===== src/hw/rtl/fta_pkg.sv =====
// Shared types and constants for the fused track id association block.
// No dependencies; every other file in hw/rtl uses it.
`timescale 1ns / 1ps

package fta_pkg;

    localparam int SENSORS       = 4;
    localparam int ENTRIES       = 64;
    localparam int TRACK_ID_BITS = 16;
    localparam int FID_BITS      = 32;

    typedef logic [SENSORS-1:0]                     t_mask;
    typedef logic [SENSORS-1:0][TRACK_ID_BITS-1:0] t_ids;
    typedef logic [FID_BITS-1:0]                    t_fid;

    typedef enum logic [1:0] {
        ST_OK    = 2'd0,
        ST_EMPTY = 2'd1,
        ST_FULL  = 2'd2
    } t_status;

    typedef enum logic {
        S_IDLE = 1'b0,
        S_WALK = 1'b1
    } t_state;

    // search token handed from cell to cell
    typedef struct packed {
        logic    active;
        logic    done;
        logic    is_new;
        t_fid    fid;
        t_status status;
    } t_tok;

    // trace under search plus allocation info, broadcast to all cells
    typedef struct packed {
        t_mask mask;
        t_ids  ids;
        t_fid  new_id;
        logic  exhausted;
    } t_query;

    typedef struct packed {
        t_fid    fid;
        logic    is_new;
        t_status status;
    } t_result;

endpackage


===== src/hw/rtl/fta_cell.sv =====
// One table entry of the association chain: holds a stored trace and its
// fused id, compares it against the passing token. Depends on fta_pkg.
`timescale 1ns / 1ps

module fta_cell (
    input  logic            i_clk,
    input  logic            i_rst_n,
    input  fta_pkg::t_tok   i_tok,
    input  fta_pkg::t_query i_query,
    output fta_pkg::t_tok   o_tok
);

    logic             r_valid;
    fta_pkg::t_mask   r_mask;
    fta_pkg::t_ids    r_ids;
    fta_pkg::t_fid    r_fid;
    fta_pkg::t_tok    r_tok;

    fta_pkg::t_tok    n_tok;
    fta_pkg::t_mask   w_shared;
    logic             w_match;
    logic             w_store;
    logic             w_alloc;

    always_comb begin
        w_shared = r_mask & i_query.mask;
        w_match  = (w_shared != '0);
        for (int s = 0; s < fta_pkg::SENSORS; s++) begin
            if (w_shared[s] && (r_ids[s] != i_query.ids[s])) begin
                w_match = 1'b0;
            end
        end
    end

    // valid entries form a prefix, so the first free cell ends the search
    always_comb begin
        n_tok   = i_tok;
        w_store = 1'b0;
        w_alloc = 1'b0;
        if (i_tok.active && !i_tok.done) begin
            if (r_valid && w_match) begin
                w_store      = 1'b1;
                n_tok.done   = 1'b1;
                n_tok.is_new = 1'b0;
                n_tok.fid    = r_fid;
                n_tok.status = fta_pkg::ST_OK;
            end else if (!r_valid) begin
                n_tok.done = 1'b1;
                if (i_query.exhausted) begin
                    n_tok.is_new = 1'b0;
                    n_tok.fid    = '0;
                    n_tok.status = fta_pkg::ST_FULL;
                end else begin
                    w_store      = 1'b1;
                    w_alloc      = 1'b1;
                    n_tok.is_new = 1'b1;
                    n_tok.fid    = i_query.new_id;
                    n_tok.status = fta_pkg::ST_OK;
                end
            end
        end
    end

    always_ff @(posedge i_clk) begin
        if (!i_rst_n) begin
            r_valid <= 1'b0;
            r_tok   <= '0;
        end else begin
            r_tok <= n_tok;
            if (w_alloc) begin
                r_valid <= 1'b1;
            end
        end
    end

    always_ff @(posedge i_clk) begin
        if (w_store) begin
            r_mask <= i_query.mask;
            r_ids  <= i_query.ids;
        end
        if (w_alloc) begin
            r_fid <= i_query.new_id;
        end
    end

    assign o_tok = r_tok;

endmodule


===== config.mk =====
export PLATFORM = sky130hd
export DESIGN_NAME = fta_cell
export DESIGN_NICKNAME = d
export VERILOG_FILES = /design/src/hw/rtl/fta_pkg.sv /design/src/hw/rtl/fta_cell.sv
export SDC_FILE = /design/constraint.sdc
export NUM_CORES = 1
export LEC_CHECK = 0
export BUFFER_PORTS_ARGS = -buffer_cell sky130_fd_sc_hd__buf_4
export CAP_MARGIN = 20
export CORE_MARGIN = 2
export CORE_UTILIZATION = 25
export CTS_BUF_LIST = sky130_fd_sc_hd__clkbuf_8
export DETAILED_ROUTE_END_ITERATION = 10
export GPL_ROUTABILITY_DRIVEN = 0
export PLACE_DENSITY_LB_ADDON = 0.12
export SYNTH_ARGS = -nofsm -noshare
export SYNTH_HDL_FRONTEND = slang
export SYNTH_SLANG_ARGS = --single-unit

===== constraint.sdc =====
create_clock -name i_clk -period 7.63 [get_ports i_clk]
set_input_delay 1.1445 -clock i_clk [delete_from_list [all_inputs] [get_ports i_clk]]
set_output_delay 1.1445 -clock i_clk [all_outputs]
set_load 0.02 [all_outputs]

; After elaboration in Yosys (flattened, before gate mapping)
; Index checks and enable logic that the tools add are counted.
[word_totals]
register_bits = 138
inputBits = 140
output_inout_bits = 37
word_cells = 39
[classes]
bitwise = 1
n_reduce_logical = 8
muxes = 14
eq_ne = 4
[op_table]
columns = operator, n
row1 = $mux W36, 3
row2 = $ne A16 B16 Y1, 4
row3 = $mux W35, 1
row4 = $mux W1, 10
row5 = $logic_and A1 B1 Y1, 6
row6 = $and A4 B4 Y4, 1
row7 = $reduce_bool A4 Y1, 1
row8 = $logic_not A1 Y1, 1

; Depth between registers and ports, before layout
; Gate-level depths: netlist of the first run.
[logic_depth]
ltp_word = 9
depth_mapped = 8
depth_no_buf = 6

; Worst setup path after synthesis of the first run
; Ideal clock, no wire load.
[synth_timing]
kind = input to register
startpoint = in i_query[69] in the netlist's numbering
endpoint = reg r_ids[0] in the netlist's numbering, enable pin
setup_ns = 0.578
path_stages = 6
t_required_ns = 7.052
slack_ns = 0.032
arrival_time_ns = 7.020
path_buffers = 0
cell_sequence = xor2_1 > nor4_1 > nand4_1 > a222oi_1 > a21boi_0 > nor3_1
[synth_between]
elab_chain_cells = 7
[synth_lines]
columns = element, line
row1 = from (decl), fta_cell.sv:9  ; input fta_pkg::t_query i_query,
row2 = $ne A16 B16 Y1, fta_cell.sv:29  ; if (w_shared[s] && (r_ids[s] != i_query.ids[s])) begin
row3 = $logic_and A1 B1 Y1, fta_cell.sv:29
row4 = $mux W1 (2 in series), fta_cell.sv:29
row5 = $logic_and A1 B1 Y1, fta_cell.sv:41  ; if (r_valid && w_match) begin
row6 = $mux W1, fta_cell.sv:41
row7 = $mux W1, fta_cell.sv:40  ; if (i_tok.active && !i_tok.done) begin
row8 = net w_store, fta_cell.sv:22  ; logic w_store;
row9 = to (signal assigned), fta_cell.sv:79  ; r_ids <= i_query.ids;
row10 = to (decl), fta_cell.sv:15  ; fta_pkg::t_ids r_ids;
; The timed path passes the listed nets, and every way through them passes these cells.
; A chain may end at the register's enable or synchronous reset.

; Worst setup path in the final report of the first run
[layout_timing]
startpoint = in i_query[69] in the netlist's numbering
endpoint = reg r_ids[49] in the netlist's numbering, enable pin
; The elaborated chain is that of the path after synthesis.

==> results of run 1 <==
kinds of logic (layout without fill, tap and decap cells):
group           Yosys count  count (layout)
buf+inv                  16             213
xor+xnor                 64              64
flops                   138             138
compound gates           42              42
simple gates             67              67
state kept, by name, summed over array words and instances, names as in the netlist:
signal	cells
r_mask	4
r_valid	1
o_tok	37
r_ids	64
r_fid	32
placed cells by master (no fill, tap or decap), types with 2 or more instances in the layout:
cell       synthesis  layout
a221o_2            4       4
a221o_1           28      28
o21ai_0            2       2
clkbuf_8           0      18
nand2_1            5       5
and2_0             2       2
nand4_1            7       7
and2_1             2       2
xnor2_1           16      16
dfxtp_1           38      38
inv_6              0       5
buf_4              0     179
bufinv_16          0       2
inv_4              0       2
and3_1            32      32
nor4_1            13      13
edfxtp_1         100     100
xor2_1            48      48
o21a_1             2       2
clkinv_4           0       4
nor3_2             0       2
inv_1              2       2
worst min path at each step:
stage,to,cells past startpoint,from,slack [ns]
floorplan,o_tok[10]$_SDFF_PN0_,1,r_fid[8]$_DFFE_PP_,0.45
global placement,o_tok[26]$_SDFF_PN0_,1,r_fid[24]$_DFFE_PP_,0.46
detailed placement,o_tok[32]$_SDFF_PN0_,1,r_fid[30]$_DFFE_PP_,0.46
CTS,o_tok[32]$_SDFF_PN0_,1,r_fid[30]$_DFFE_PP_,0.48
global route,o_tok[15]$_SDFF_PN0_,1,r_fid[13]$_DFFE_PP_,0.50
finish,o_tok[32]$_SDFF_PN0_,1,r_fid[30]$_DFFE_PP_,0.47
cells in the mapped netlist, drive strengths merged (2+ instances only):
library cell,number,area (µm²)
nor3,2,10.0
and2,4,25.0
nand2,5,18.8
xnor2,16,140
nand4,7,43.8
xor2,48,420
o21a,2,15.0
a221o,32,325
clkbuf,7,26.3
and3,33,208
buf,7,53.8
edfxtp,100,3000
nor4,13,81.3
dfxtp,38,761
inv,2,7.51
o21ai,2,10.0
metal layers:
layer  GRT usage  vias to the layer above  share of wire
met2       0.178                      124           0.45
met4      0.0414                        0          0.012
li1            -                     1646              -
met5           0                        -              0
met1       0.145                     1600           0.44
met3      0.0607                        9           0.10
power groups by stage:
stage | clock (mW) | sequential [mW] | combinational [mW]
floorplan | 0 | 0.891 | 0.0573
global placement | 0 | 0.872 | 0.176
detailed placement | 0 | 0.873 | 0.178
CTS | 0.648 | 0.856 | 0.178
global route | 0.682 | 0.859 | 0.191
finish | 0.619 | 0.856 | 0.174
area by class of cell:
type	count	area, µm²	share of cell area
sequential	138	3760	0.519
multi-input combinational	173	1400	0.193
timing repair buffer	179	1340	0.185
tap	270	338	0.0466
clock buffer	18	248	0.0341
clock inverter	14	156	0.0216
inverter	2	7.51	0.00103
critical path: stages:
cell and delay [ns]:
buf_4 0.11, xor2_1 0.15, nor4_1 0.40, nand4_1 0.16
a222oi_1 0.73, a21boi_0 0.30, nor3_2 0.20, buf_4 0.71
==> results.yml, run 1 <==
status:
  status: "finished clean"
critical_path:
  cp-start-kind: "input port"
  r2r_end: "r_ids[49]$_DFFE_PP_"
  crit_start: "i_query[69]"
  critPathKind: "input port to register"
  critPathMaxFanout: 68
  arrival_ns: 3.97
  critPathCapture: "r_ids[49]$_DFFE_PP_"
  rr_startpoint: "r_ids[36]$_DFFE_PP_"
  reg2regPathDepth: 7
  r2r_slack_ns: 4.14
  cp-end-kind: "register"
  required_ns: 7.68
synth:
  ys.flop_type: "edfxtp_1"
  synth_top_family_by_area: "XOR/XNOR gates"
  synth_mux_area_frac: 0
  syn_avg_cell_area_um2: 16.0
  yosysWarnings: 0
  syn-cell-area_um2: 5230
  synth-edff-count: 100
  synthAdderAreaFrac: 0
  netlist-cell-type-count: 29
  synth_compound_area_frac: 0.0787
  synth_simple_gate_area_share: 0.0773
  ys_seq_area_frac: 0.720
  synthArstFlopShare: 0
  synth_xor_area_frac: 0.107
  ys_seq_elements: 138
  syn_inst: 327
  syn_nets: 467
global_routing:
  grt_pass1_vias: 3587
  grt-ovfl-total: 0
  antenna_found_initial: 0
  grt_pass1_wl_mm: 19.9
  grt_max_degree: 69
  groute.usage.overall: 0.118
finish:
  final_area_um2: 7250
  antenna_cells: 0
  layoutNonFillerInstCount: 794
  syn2layout_area_growth_pct: 38.8
  finalCoreUtilization: 0.356
  drive_above_1_share: 0.418
  fin_nets: 651
  fillCellCount: 1956
sta:
  fin_tns_setup_ns: 0
  slew_viol_final: 0
  layout_setup_ws_ns: 3.71
  period_share: 0.514
  fin_hold_ws_ns: 0.473
  hold_viol_final: 0
  relSlewSlack: 0.403
  fin_skew_ns: 0.0252
  rsz0062_at_grt: "false"
  worst_slew_pin_slew_ns: 0.895
  setup-violations-final: 0
  fin_crit_ns: 3.92
  max_freq_ghz: 0.255
placed_design:
  placed_cells: 762
  portBuffers: 176
  placed_cell_area_um2: 6850
  dp_slack_ns: 3.15
  dp_hpwl_mm: 8.59
floorplan:
  core_um2: 20400
  die-area_um2: 22100
  die_w_um: 149
  io_pins: 177
  start_util: 0.257
  dieHeight_um: 149
  num_rows: 52
route:
  first_pass_iters: 4
  via_per_inst: 4.26
  ant_nets: 0
  drc: 0
  wire_per_inst_um: 15.9
  via_count: 3379
  totalWireLength_mm: 12.7
  drt-initial-drc-count: 129
clock_network:
  cts_num_sinks: 138
  cts_buffers: 17
  cts-root-buf: "clkbuf_8"
  clock_tree.buffer_depth: 2
  h-tree-depth: 4
  cts_hold_buffers: 0
  cts_tree: "done"
  cts_setup_buffers: 0
  ctsResizeCount: 0
  insertion_delay_ns: 0.44
  path_clk_slew_ns: 0.08
power_and_ir_drop:
  p_leak_nw: 2.95
  seq_power_share: 0.519
  powerDensity_nw_per_um2: 227
  switching_share: 0.247
  pwr-share-clk: 0.375
  combPwrFrac: 0.106
  peakVddDrop_mv: 0.0972
  switching_power_mw: 0.407
  p_int_mw: 1.24
  finalPower_mw: 1.65
min_path:
  hold_path_class: "register to register"
job:
  cap_violations: 0
(Power assumes the default switching activity.)
==> inputs of run 2 (changes only) <==
==> constraint.sdc (replaced) <==
create_clock -name i_clk -period 4.03 [get_ports i_clk]
set_input_delay 0.6045 -clock i_clk [delete_from_list [all_inputs] [get_ports i_clk]]
set_output_delay 0.6045 -clock i_clk [all_outputs]
set_load 0.02 [all_outputs]
==> results.yml, run 2 (synthesis results as in run 1) <==
status:
  status: "finished clean"
min_path:
  whs_endpoint: "r_fid[20]$_DFFE_PP_"
  hold_path_class: "input port to register"
  worstHoldStart: "i_query[21]"
  worstHoldPathCells: 1
global_routing:
  antenna_found_initial: 0
  grt_pass1_wl_mm: 19.7
  groute.usage.overall: 0.117
  grt_pass1_vias: 3615
  grt-ovfl-total: 0
  grt_max_degree: 69
finish:
  multiInputGateArea_um2: 1400
  fillCellCount: 2021
  drive_above_1_share: 0.412
  mostFrequentLayoutCells: "buf_4, edfxtp_1, xor2_1"
  finalCoreUtilization: 0.358
  syn2layout_area_growth_pct: 39.4
  top_register: "r_ids"
  layout_commonest_cell: "buf_4"
  fin_nets: 651
  area.sequential_um2: 3760
  largest_register_ffs: 64
power_and_ir_drop:
  powerDensity_nw_per_um2: 428
  seq_power_share: 0.519
  finalPower_mw: 3.12
  p_int_mw: 2.40
  switching_power_mw: 0.721
  switching_share: 0.231
  peakVddDrop_mv: 0.200
  pwr-share-clk: 0.373
  combPwrFrac: 0.108
  p_leak_nw: 2.96
placed_design:
  portBuffers: 176
  dp_hpwl_mm: 8.73
  dp_slack_ns: 0.391
route:
  wire_per_inst_um: 15.9
  totalWireLength_mm: 12.7
  ant_nets: 0
  via_count: 3364
  drt-initial-drc-count: 126
  drc: 0
  first_pass_iters: 5
  via_per_inst: 4.23
clock_network:
  insertion_delay_ns: 0.43
  cts_tree: "done"
  cts_setup_buffers: 0
  cts_hold_buffers: 0
  h-tree-depth: 4
  cts-root-buf: "clkbuf_8"
  cts_num_sinks: 138
  cts_buffers: 17
  ctsResizeCount: 0
  path_clk_slew_ns: 0.09
  clock_tree.buffer_depth: 2
sta:
  max_freq_ghz: 0.318
  fin_skew_ns: 0.0138
  relSlewSlack: 0.498
  fin_tns_setup_ns: 0
  layout_setup_ws_ns: 0.886
  slew_viol_final: 0
  rsz0062_at_grt: "false"
  setup-violations-final: 0
  fin_crit_ns: 3.14
  hold_viol_final: 0
  worst_slew_pin_slew_ns: 0.753
  fin_hold_ws_ns: 0.345
  period_share: 0.780
critical_path:
  critPathKind: "register to register"
  r2r_slack_ns: 0.89
  reg2regPathDepth: 7
  arrival_ns: 3.23
  rr_startpoint: "r_ids[36]$_DFFE_PP_"
  required_ns: 4.12
  r2r_end: "r_ids[60]$_DFFE_PP_"
  cp-end-kind: "register"
  cp-start-kind: "register"
  critPathMaxFanout: 68
floorplan:
  core_um2: 20400
  die_w_um: 149
  num_rows: 52
  die-area_um2: 22100
  dieHeight_um: 149
  start_util: 0.257
  io_pins: 177
job:
  cap_violations: 0
-- run 2: through the flow --
step                area, µm²  std cells
floorplan                5240        327
CTS                      7280        794
global route             7280        794
detailed placement       6880        762
global placement         6860        761
finish                   7290        795
-- run 2: worst max-delay path by stage --
| stage | to | from | cells after the start |
|---|---|---|---|
| finish | r_ids[60]$_DFFE_PP_ | r_ids[36]$_DFFE_PP_ | 7 |
| global route | r_ids[15]$_DFFE_PP_ | r_ids[36]$_DFFE_PP_ | 7 |
| CTS | r_ids[55]$_DFFE_PP_ | r_ids[36]$_DFFE_PP_ | 7 |
| detailed placement | r_ids[58]$_DFFE_PP_ | i_query[69] | 8 |
| global placement | r_ids[57]$_DFFE_PP_ | i_query[69] | 8 |
| floorplan | r_ids[0]$_DFFE_PP_ | i_query[69] | 6 |
-- run 2: per-layer routing --
| layer | vias up | track usage | share of wire |
|---|---|---|---|
| met5 | - | 0 | 0 |
| met4 | 0 | 0.0300 | 0.0077 |
| met3 | 5 | 0.0721 | 0.13 |
| met2 | 124 | 0.178 | 0.45 |
| met1 | 1593 | 0.141 | 0.42 |
| li1 | 1642 | - | - |
-- run 2: critical path: stages (launching register included) --
cell and delay [ns]:
edfxtp_1 0.39, xor2_1 0.15, nor4_1 0.37, nand4_1 0.17
a222oi_1 0.69, a21boi_0 0.35, nor3_4 0.27, buf_12 0.34
-- run 2: power by group through the flow --
stage	clock network [mW]	logic [mW]	registers [mW]
2_1_floorplan	0	0.110	1.68
3_3_place_gp	0	0.338	1.65
3_5_place_dp	0	0.344	1.65
4_1_cts	1.23	0.345	1.62
5_1_grt	1.28	0.370	1.63
6_report	1.16	0.337	1.62
-- run 2: layout make-up --
| class | instances | area share |
|---|---|---|
| sequential | 138 | 0.516 |
| inverter | 2 | 0.00103 |
| clock buffer | 18 | 0.0340 |
| multi-input combinational | 173 | 0.193 |
| antenna | 1 | 0.000343 |
| tap | 270 | 0.0464 |
| timing repair buffer | 179 | 0.188 |
| clock inverter | 14 | 0.0213 |
==> inputs of run 3 (changes only) <==
--- a/config.mk
+++ b/config.mk
@@ -5,6 +5,7 @@
 export SDC_FILE = /design/constraint.sdc
 export NUM_CORES = 1
 export LEC_CHECK = 0
+export ABC_AREA = 1
 export BUFFER_PORTS_ARGS = -buffer_cell sky130_fd_sc_hd__buf_4
 export CAP_MARGIN = 20
 export CORE_MARGIN = 2
==> constraint.sdc (replaced) <==
create_clock -name i_clk -period 2.5 [get_ports i_clk]
set_input_delay 0.375 -clock i_clk [delete_from_list [all_inputs] [get_ports i_clk]]
set_output_delay 0.375 -clock i_clk [all_outputs]
set_load 0.02 [all_outputs]
==> results.yml, run 3 <==
status:
  status: "finished clean"
synth:
  yosysWarnings: 0
  synth-edff-count: 100
  synth_top_area_cell: "edfxtp_1"
  ys.flop_type: "edfxtp_1"
  syn_inst: 707
  netlist-cell-type-count: 20
  yosys-top-cells-count: "nand2_1, inv_1, edfxtp_1, nor2_1, dfxtp_1"
  ys_seq_area_frac: 0.592
  syn_nets: 847
  ys_seq_elements: 138
  synth_top_cell_area_share: 0.472
  yosys-top-cells-area: "edfxtp_1, dfxtp_1, nand2_1"
  synthArstFlopShare: 0
  syn-cell-area_um2: 6360
  post-synth-top-count-cell: "nand2_1"
  syn_avg_cell_area_um2: 9.00
finish:
  antenna_cells: 0
  layout_commonest_cell: "nand2_1"
  syn2layout_area_growth_pct: 33.8
  multiInputGateArea_um2: 2080
  drive_above_1_share: 0.253
  top_register: "r_ids"
  fin_nets: 1024
  area.sequential_um2: 3760
  fillCellCount: 2638
  largest_register_ffs: 64
  mostFrequentLayoutCells: "nand2_1, buf_4, inv_1"
global_routing:
  groute.usage.overall: 0.136
  grt_pass1_wl_mm: 27.9
  grt-ovfl-total: 0
  grt_use_met2: 0.215
  grt_util_met1: 0.172
  grt_busiest_layer: "met2"
  grt_max_degree: 55
  met3_usage: 0.0615
  grt_pass1_vias: 5121
  antenna_found_initial: 0
clock_network:
  cts-root-buf: "clkbuf_8"
  cts_buffers: 17
  ctsResizeCount: 0
  cts_setup_buffers: 0
  h-tree-depth: 4
  cts_hold_buffers: 0
  cts_tree: "done"
  cts_num_sinks: 138
  clock_tree.buffer_depth: 2
  insertion_delay_ns: 0.45
  path_clk_slew_ns: 0.10
sta:
  fin_skew_ns: 0.0266
  fin_tns_setup_ns: 0
  rsz0062_at_grt: "false"
  fin_crit_ns: 2.11
  relSlewSlack: 0.550
  period_share: 0.844
  worst_slew_pin_slew_ns: 0.672
  max_freq_ghz: 0.474
  setup-violations-final: 0
  hold_viol_final: 0
  fin_hold_ws_ns: 0.101
  slew_viol_final: 0
route:
  totalWireLength_mm: 17.9
  drc: 0
  via_count: 5121
  via_per_inst: 4.17
  first_pass_iters: 5
  ant_nets: 0
  wire_per_inst_um: 14.6
  drt-initial-drc-count: 211
floorplan:
  die_w_um: 163
  io_pins: 177
  num_rows: 58
  start_util: 0.253
  dieHeight_um: 163
  core_um2: 25100
  die-area_um2: 26700
critical_path:
  critPathMaxFanout: 54
  arrival_ns: 2.22
  critical-path-slowest-cell: "edfxtp_1"
  cp_common_cell: "nand2_1"
  r2r_end: "r_ids[33]$_DFFE_PP_"
  crit_path_max_incr_delay_ns: 0.40
  path_cells: "nand2_1 -> nand2_1 -> nor2_1 -> nand2_1 -> nor2_1 -> nand2_1 -> nand2_1 -> nand2_2 -> nor2_4 -> nand3_4 -> o21ai_4 -> buf_12"
  cp-start-kind: "register"
  critPathKind: "register to register"
  critPathTopFamily: "simple AND/OR/NAND/NOR gates"
  r2r_slack_ns: 0.39
  rr_startpoint: "r_ids[26]$_DFFE_PP_"
  required_ns: 2.61
  worst-path-buf-inv: 1
  cp-end-kind: "register"
  reg2regPathDepth: 12
  crit_cells: 12
min_path:
  hold_path_class: "input port to register"
  whs_endpoint: "r_fid[22]$_DFFE_PP_"
  worstHoldStart: "i_query[23]"
  worstHoldPathCells: 1
power_and_ir_drop:
  peakVddDrop_mv: 0.321
  powerDensity_nw_per_um2: 608
  p_leak_nw: 3.92
placed_design:
  dp_hpwl_mm: 11.6
  portBuffers: 176
job:
  cap_violations: 0
run 3: metrics by stage:
stage / power (mW) / area [µm²] / cells / setup WS (ns) / util
floorplan: 2.97 / 6390 / 707 / -0.267 / -
global placement: 3.35 / 8110 / 1195 / 0.234 / 0.323
detailed placement: 3.35 / 8110 / 1195 / 0.219 / 0.323
CTS: 5.28 / 8510 / 1227 / 0.318 / 0.339
global route: 5.45 / 8510 / 1227 / 0.172 / 0.339
finish: 5.17 / 8510 / 1227 / 0.389 / 0.339
run 3: cell type report:
type	count	area share
Clock buffer	17	0.0275
Multi-Input combinational cell	432	0.245
Inverter	108	0.0477
Timing Repair Buffer	187	0.169
Sequential cell	138	0.443
Clock inverter	15	0.0194
Tap cell	330	0.0485
run 3: kinds of logic after synthesis:
family | Yosys count | synth area share
AO/OA/AOI/OAI | 71 | 0.0691
XOR/XNOR | 21 | 0.0289
buffers and inverters | 137 | 0.0860
flip-flops | 138 | 0.592
AND/OR/NAND/NOR | 340 | 0.224
run 3: layer usage:
metal,part of all wire,routed length [µm],vias to the layer above
li1,-,-,2661
met1,0.45,8160,2292
met2,0.44,7950,158
met3,0.095,1710,10
met4,0.0072,129,0
met5,0,0,-
run 3: worst max-delay path by stage:
| stage | start | endpoint |
|---|---|---|
| 6_report | r_ids[26]$_DFFE_PP_ | r_ids[33]$_DFFE_PP_ |
| 4_1_cts | r_ids[26]$_DFFE_PP_ | r_ids[33]$_DFFE_PP_ |
| 2_1_floorplan | i_query[38] | r_ids[0]$_DFFE_PP_ |
| 5_1_grt | r_ids[26]$_DFFE_PP_ | r_ids[33]$_DFFE_PP_ |
| 3_3_place_gp | i_query[33] | r_ids[3]$_DFFE_PP_ |
| 3_5_place_dp | i_query[36] | r_ids[3]$_DFFE_PP_ |
run 3: worst register-to-register path, cell delays in order (launching register included):
cell and delay [ns]:
edfxtp_1 0.40, nand2_1 0.08, nand2_1 0.04, nor2_1 0.11
nand2_1 0.07, nor2_1 0.11, nand2_1 0.08, nand2_1 0.07
nand2_2 0.06, nor2_4 0.11, nand3_4 0.09, o21ai_4 0.20
buf_12 0.31
run 3: power breakdown:
group	switching [mW]	internal, mW
combinational	0.384	0.319
clock	0.974	0.904
sequential	0.0358	2.55
total	1.39	3.77
